===== config.mk =====
export PLATFORM = sky130hd
export DESIGN_NAME = cbd_decode
export DESIGN_NICKNAME = d
export VERILOG_FILES = /design/src/rtl/cbd_pkg.sv /design/src/rtl/cbd_decode.sv
export SDC_FILE = /design/constraint.sdc
export NUM_CORES = 1
export LEC_CHECK = 0
export ABC_CLOCK_PERIOD_IN_PS = 800
export BUFFER_PORTS_ARGS = -buffer_cell sky130_fd_sc_hd__buf_2
export CORE_AREA = 2 2 48 50
export DETAILED_ROUTE_END_ITERATION = 7
export DIE_AREA = 0 0 50 52
export PLACE_DENSITY = 0.8
export SETUP_SLACK_MARGIN = 0.1
export SYNTH_ARGS = -nofsm -noshare
export SYNTH_HDL_FRONTEND = slang
export SYNTH_SLANG_ARGS = --single-unit

===== constraint.sdc =====
create_clock -name vclk -period 0.8
set_input_delay 0.04 -clock vclk [all_inputs]
set_output_delay 0.04 -clock vclk [all_outputs]
set_load 0.02 [all_outputs]

===== src/rtl/cbd_pkg.sv =====
// ----------------------------------------------------------------------------
// cbd_pkg
// Types and constants shared by the cartridge bus decoder modules.
// ----------------------------------------------------------------------------
`default_nettype none

package cbd_pkg;

	localparam int CHR_BYTES     = 8192;
	localparam int NT_BYTES      = 2048;
	localparam int PRG_RAM_BYTES = 8192;
	localparam int PAL_BYTES     = 32;

	localparam int CHR_AW     = $clog2(CHR_BYTES);
	localparam int NT_AW      = $clog2(NT_BYTES);
	localparam int PRG_RAM_AW = $clog2(PRG_RAM_BYTES);
	localparam int PAL_AW     = $clog2(PAL_BYTES);
	// Widest PRG ROM offset the decoder produces (32 KB window).
	localparam int PRG_IDX_W  = 15;

	// Configuration register indexes.
	localparam logic [1:0] REG_PRG_IS_16K  = 2'd0;
	localparam logic [1:0] REG_CHR_IS_RAM  = 2'd1;
	localparam logic [1:0] REG_MIRROR_MODE = 2'd2;

	typedef enum logic [2:0] {
		OP_CPU_READ  = 3'd0,
		OP_CPU_WRITE = 3'd1,
		OP_PPU_READ  = 3'd2,
		OP_PPU_WRITE = 3'd3,
		OP_PRG_LOAD  = 3'd4,
		OP_CHR_LOAD  = 3'd5
	} op_t;

	// Where the byte of a read comes from.
	typedef enum logic [2:0] {
		SRC_PRG_RAM = 3'd0,
		SRC_PRG_ROM = 3'd1,
		SRC_CPU_OB  = 3'd2,
		SRC_CHR     = 3'd3,
		SRC_NT      = 3'd4,
		SRC_PAL     = 3'd5,
		SRC_PPU_OB  = 3'd6
	} src_t;

	typedef struct packed {
		logic prg_is_16k;
		logic chr_is_ram;
		logic mirror_mode;
	} cfg_t;

	// Decoded access of one beat.
	typedef struct packed {
		logic                  is_read;
		src_t                  src;
		logic                  prg_ram_we;
		logic                  prg_rom_we;
		logic                  chr_we;
		logic                  nt_we;
		logic                  pal_we;
		logic                  cpu_ob_we;
		logic                  ppu_ob_we;
		logic [PRG_RAM_AW-1:0] prg_ram_idx;
		logic [PRG_IDX_W-1:0]  prg_rom_idx;
		logic [CHR_AW-1:0]     chr_idx;
		logic [NT_AW-1:0]      nt_idx;
		logic [PAL_AW-1:0]     pal_idx;
	} acc_t;

endpackage

`default_nettype wire


===== src/rtl/cbd_decode.sv =====
// ----------------------------------------------------------------------------
// cbd_decode
// Address decoder: turns one bus beat into the memory accesses it makes.
// ----------------------------------------------------------------------------
`default_nettype none

module cbd_decode
	import cbd_pkg::*;
(
	input  wire        [2:0]  operation,
	input  wire        [15:0] address,
	input  cfg_t              cfg,
	output acc_t              acc
);

	logic [11:0] nt_addr;
	logic [4:0]  pal_addr;
	logic        cpu_in_ram;
	logic        ppu_in_chr;
	logic        ppu_in_nt;
	logic        ppu_in_pal;

	always_comb begin
		nt_addr    = address[11:0];
		pal_addr   = address[4:0];
		cpu_in_ram = (address[15:13] == 3'b011);
		ppu_in_chr = (address[15:13] == 3'b000);
		ppu_in_nt  = !ppu_in_chr && (address < 16'h3F00);
		ppu_in_pal = !ppu_in_chr && !ppu_in_nt && (address[15:14] == 2'b00);

		acc             = '0;
		acc.src         = SRC_CPU_OB;
		acc.prg_ram_idx = address[PRG_RAM_AW-1:0];
		acc.chr_idx     = address[CHR_AW-1:0];
		// Horizontal mirroring moves bit 11 down into bit 10.
		acc.nt_idx      = cfg.mirror_mode ? {nt_addr[11], nt_addr[9:0]} : nt_addr[10:0];
		// Sprite backdrop entries share the background ones.
		acc.pal_idx     = (pal_addr[4] && pal_addr[1:0] == 2'b00) ?
		                  {1'b0, pal_addr[3:0]} : pal_addr;

		unique case (operation)
			OP_CPU_READ: begin
				acc.is_read     = 1'b1;
				acc.prg_rom_idx = {address[14] & ~cfg.prg_is_16k, address[13:0]};
				if (cpu_in_ram) begin
					acc.src = SRC_PRG_RAM;
				end else if (address[15]) begin
					acc.src = SRC_PRG_ROM;
				end
			end
			OP_CPU_WRITE: begin
				acc.prg_ram_we = cpu_in_ram;
				acc.cpu_ob_we  = 1'b1;
			end
			OP_PPU_READ: begin
				acc.is_read = 1'b1;
				if (ppu_in_chr) begin
					acc.src = SRC_CHR;
				end else if (ppu_in_nt) begin
					acc.src = SRC_NT;
				end else if (ppu_in_pal) begin
					acc.src = SRC_PAL;
				end else begin
					acc.src = SRC_PPU_OB;
				end
			end
			OP_PPU_WRITE: begin
				acc.chr_we    = ppu_in_chr && cfg.chr_is_ram;
				acc.nt_we     = ppu_in_nt;
				acc.pal_we    = ppu_in_pal;
				acc.ppu_ob_we = ppu_in_nt || ppu_in_pal;
			end
			OP_PRG_LOAD: begin
				acc.prg_rom_we  = 1'b1;
				acc.prg_rom_idx = address[PRG_IDX_W-1:0];
			end
			OP_CHR_LOAD: begin
				acc.chr_we = 1'b1;
			end
			default: begin
				acc.is_read = 1'b0;
			end
		endcase
	end

endmodule

`default_nettype wire


== Yosys cells after proc, flatten, opt, wreduce, memory -nomap -nowiden ==
Cells that the tools add are included.
Word-level totals
  bits in registers: 0
  output and inout bits: 68
  logic and storage cells: 38
Operators by class
  magnitude comparators: 1
  equality and inequality tests: 6
  mux-type cells: 16
  bitwise operators: 2
  reduce and logical (&&, ||, !) cells: 13
Operators with widths (number)
  one-hot mux 15 bit (2 select lines): 1
  < comparator 16 x 14 -> 1 bit (second input constant): 1
  2-to-1 mux 11 bit: 1
  == test 3 x 2 -> 1 bit (second input constant): 3
  2-to-1 mux 3 bit: 3
  == test 3 bit (second input constant): 2
  logical NOT 3 bit: 2
  2-to-1 mux 2 bit: 3
  one-hot mux 3 bit (2 select lines): 1
  logical AND 1 bit: 5
  2-to-1 mux 1 bit: 5
  2-to-1 mux 5 bit: 1
  logical NOT 2 bit: 2
  == test 3 x 1 -> 1 bit (second input constant): 1
  logical NOT 1 bit: 2
  one-hot mux 1 bit (2 select lines): 1
  OR reduction 2 bit: 1
  AND 1 bit: 1
  logical OR 1 bit: 1
  inverter 1 bit: 1

== Logic depth before layout (Yosys ltp) ==
  depth after elaboration: 10
  gate-level depth with buffers: 3

== Worst setup path before layout ==
Ideal clock, no wire load.
  path type: in2out
  from: input port operation[0]
  to: output port acc[64] (netlist bit)
  data arrival time: 0.934 ns
  slack: -0.174 ns
  cell stages on the path: 3
  buffers on the path: 0
  cell sequence: nor2_1 > o21ai_0 > a21oi_1
RTL lines
  start: declaration: line cbd_decode.sv:10  | input wire [2:0] operation,
  end: declaration: line cbd_decode.sv:13  | output acc_t acc

==> impl_metrics.tcl <==
set metrics [dict create \
    grt_util_all_layers_pct 10.6 \
    end_kind "primary output" \
    cp-start-kind "input port" \
    critPathMaxFanout 3 \
    leakage_nw 0.653 \
    cts_hold_buffers 0 \
    grt_pass1_vias 543 \
    netlist_instances 85 \
    port_buffers 90 \
    outcome "complete, but fails checks" \
    route.detailed.drc 0 \
    worstHoldPathCells 2 \
    core_area_mm2 0.00211 \
    dp.cells 173 \
    synth_area_leaders "buf_4 50%, and2_1 11%, and2_2 5.0%, nor2b_1 3.1%, nor3b_4 3.1%" \
    die_w_um 50 \
    die-area_mm2 0.00260 \
    wl_um 2000 \
    fmax_ghz 1.21 \
    grt_overflow 0 \
    start_util_pct 28.7 \
    min-delay-path-class "in2out" \
    vdd.ir_drop.worst_mv 0.391 \
    viasPerCell 4.25 \
    violations "negative setup slack" \
    total_power_w 0.000741 \
    yosys.area.top_type "buf_4" \
    fillers 208 \
    worst_pin_slew_ps 205 \
    ios 90 \
    yosysTopAreaCellShare_pct 49.7 \
    stdcell_count 175 \
    critPathRequiredTime_ps 760 \
    setup_slack_ps -25.9 \
    place_congestion 0.687 \
    period_needed_ps 826 \
    drt_iter0_markers 2 \
    n_sequential_cell 0 \
    antenna_found_initial 0 \
    synth_commonest_cells "40 x buf_4, 11 x and2_1, 4 x and2_2, 4 x nor2_1, 3 x nor2b_1" \
    final_antenna_net_count 0 \
    syn_avg_cell_area_um2 7.11 \
    rsz0062_at_grt "true" \
    drv_slew 0 \
    period_share_pct 103 \
    synth_seq_area_share_pct 0 \
    regArea_um2 0 \
    hold_viol_final 0 \
    ys_warn_count 0 \
    grt_pass1_wl_um 2300 \
    avgRoutedWirePerCell_um 11.4 \
    synth_fp_nets 107 \
    yosysUniqueCellTypes 24 \
    netlist_area_um2 604 \
    fin_nets 171 \
    detailed_place_hpwl_um 1360 \
    clkbuf_count 0 \
    cap_viol_max_count 0 \
    critPathKind "in2out" \
    p_per_area_mw_per_mm2 626 \
    dp_slack_ps -125 \
    dr.pass1.iters 4 \
    area_delta_synth_final_pct 95.9 \
    num_rows 17 \
    multi_input_area_um2 389 \
    diodes 0 \
    max_slew_margin_pct 86.3 \
    crit_arrival_ps 790 \
    final_core_util_pct 56.2 \
    yosysMostFrequentCell "buf_4" \
    dieHeight_um 52 \
    drive_above_1_share_pct 91.8 \
    setup_viol 4 \
    grt_max_degree 10 \
    vias 744 \
]
[power breakdown]
part           switching [W]  total [W]  leakage (nW)  internal [W]
clock network              0          0             0             0
logic               0.000396   0.000741         0.653      0.000345
registers                  0          0             0             0
total               0.000396   0.000741         0.653      0.000345
[repair_timing]
action / CTS / global route
gates cloned: 0 / 1
pin swaps: 6 / 20
resized for setup: 32 / 62
setup buffers: 1 / 0
endpoints found under the setup margin: 25 / 25
[worst max-delay path: stages]
cell     delay (ps)
buf_8           100
nor2b_4         120
and2b_2         190
and4b_2         210
buf_6           130
[final cells by class]
| type | instances | area share (%) |
|---|---|---|
| Timing Repair Buffer | 103 | 63.8 |
| Multi-Input combinational cell | 43 | 32.9 |
| Tap cell | 28 | 2.96 |
| Inverter | 1 | 0.317 |
[worst paths after layout]
check                      to          from  slack (ps)
worst max-delay path  acc[63]  operation[0]         -30
worst min-delay path  acc[23]    address[7]         340
[cells in the final DEF, fill, tap and decap left out, drive strengths merged]
| cell type | instances |
|---|---|
| and3 | 1 |
| nand2 | 1 |
| nor3 | 1 |
| o21ai | 2 |
| inv | 1 |
| and4 | 1 |
| nand3 | 2 |
| and2 | 15 |
| and4b | 1 |
| o21a | 2 |
| nand4b | 1 |
| and2b | 2 |
| nand2b | 2 |
| mux2 | 1 |
| nor2b | 4 |
| nor3b | 1 |
| a21boi | 1 |
| a21oi | 1 |
| nor2 | 4 |
| buf | 103 |
[logic make-up after synthesis]
family / count (synthesis) / synth area share (%)
muxes: 1 / 1.86
buffers and inverters: 42 / 51.1
and+or+nand+nor: 36 / 40.8
AOI/OAI and AO/OA: 6 / 6.21
[stage by stage]
step	TNS, ps	hold slack [ps]	cell area, um^2
6_report	-81.1	339	1180
5_1_grt	-347	346	1180
4_1_cts	-61.5	335	1000
3_5_place_dp	-536	333	900
3_3_place_gp	-502	331	900
2_1_floorplan	0	132	637
[metal layers]
layer	share of wire, %	GRT usage (%)	routed length, um	vias to the layer above
met3	11	1.72	222	0
met1	33	12.2	658	323
li1	-	-	-	359
met5	0	0	0	-
met4	0	0	0	0
met2	56	21.5	1120	62
Power figures use the tool's default switching activity.
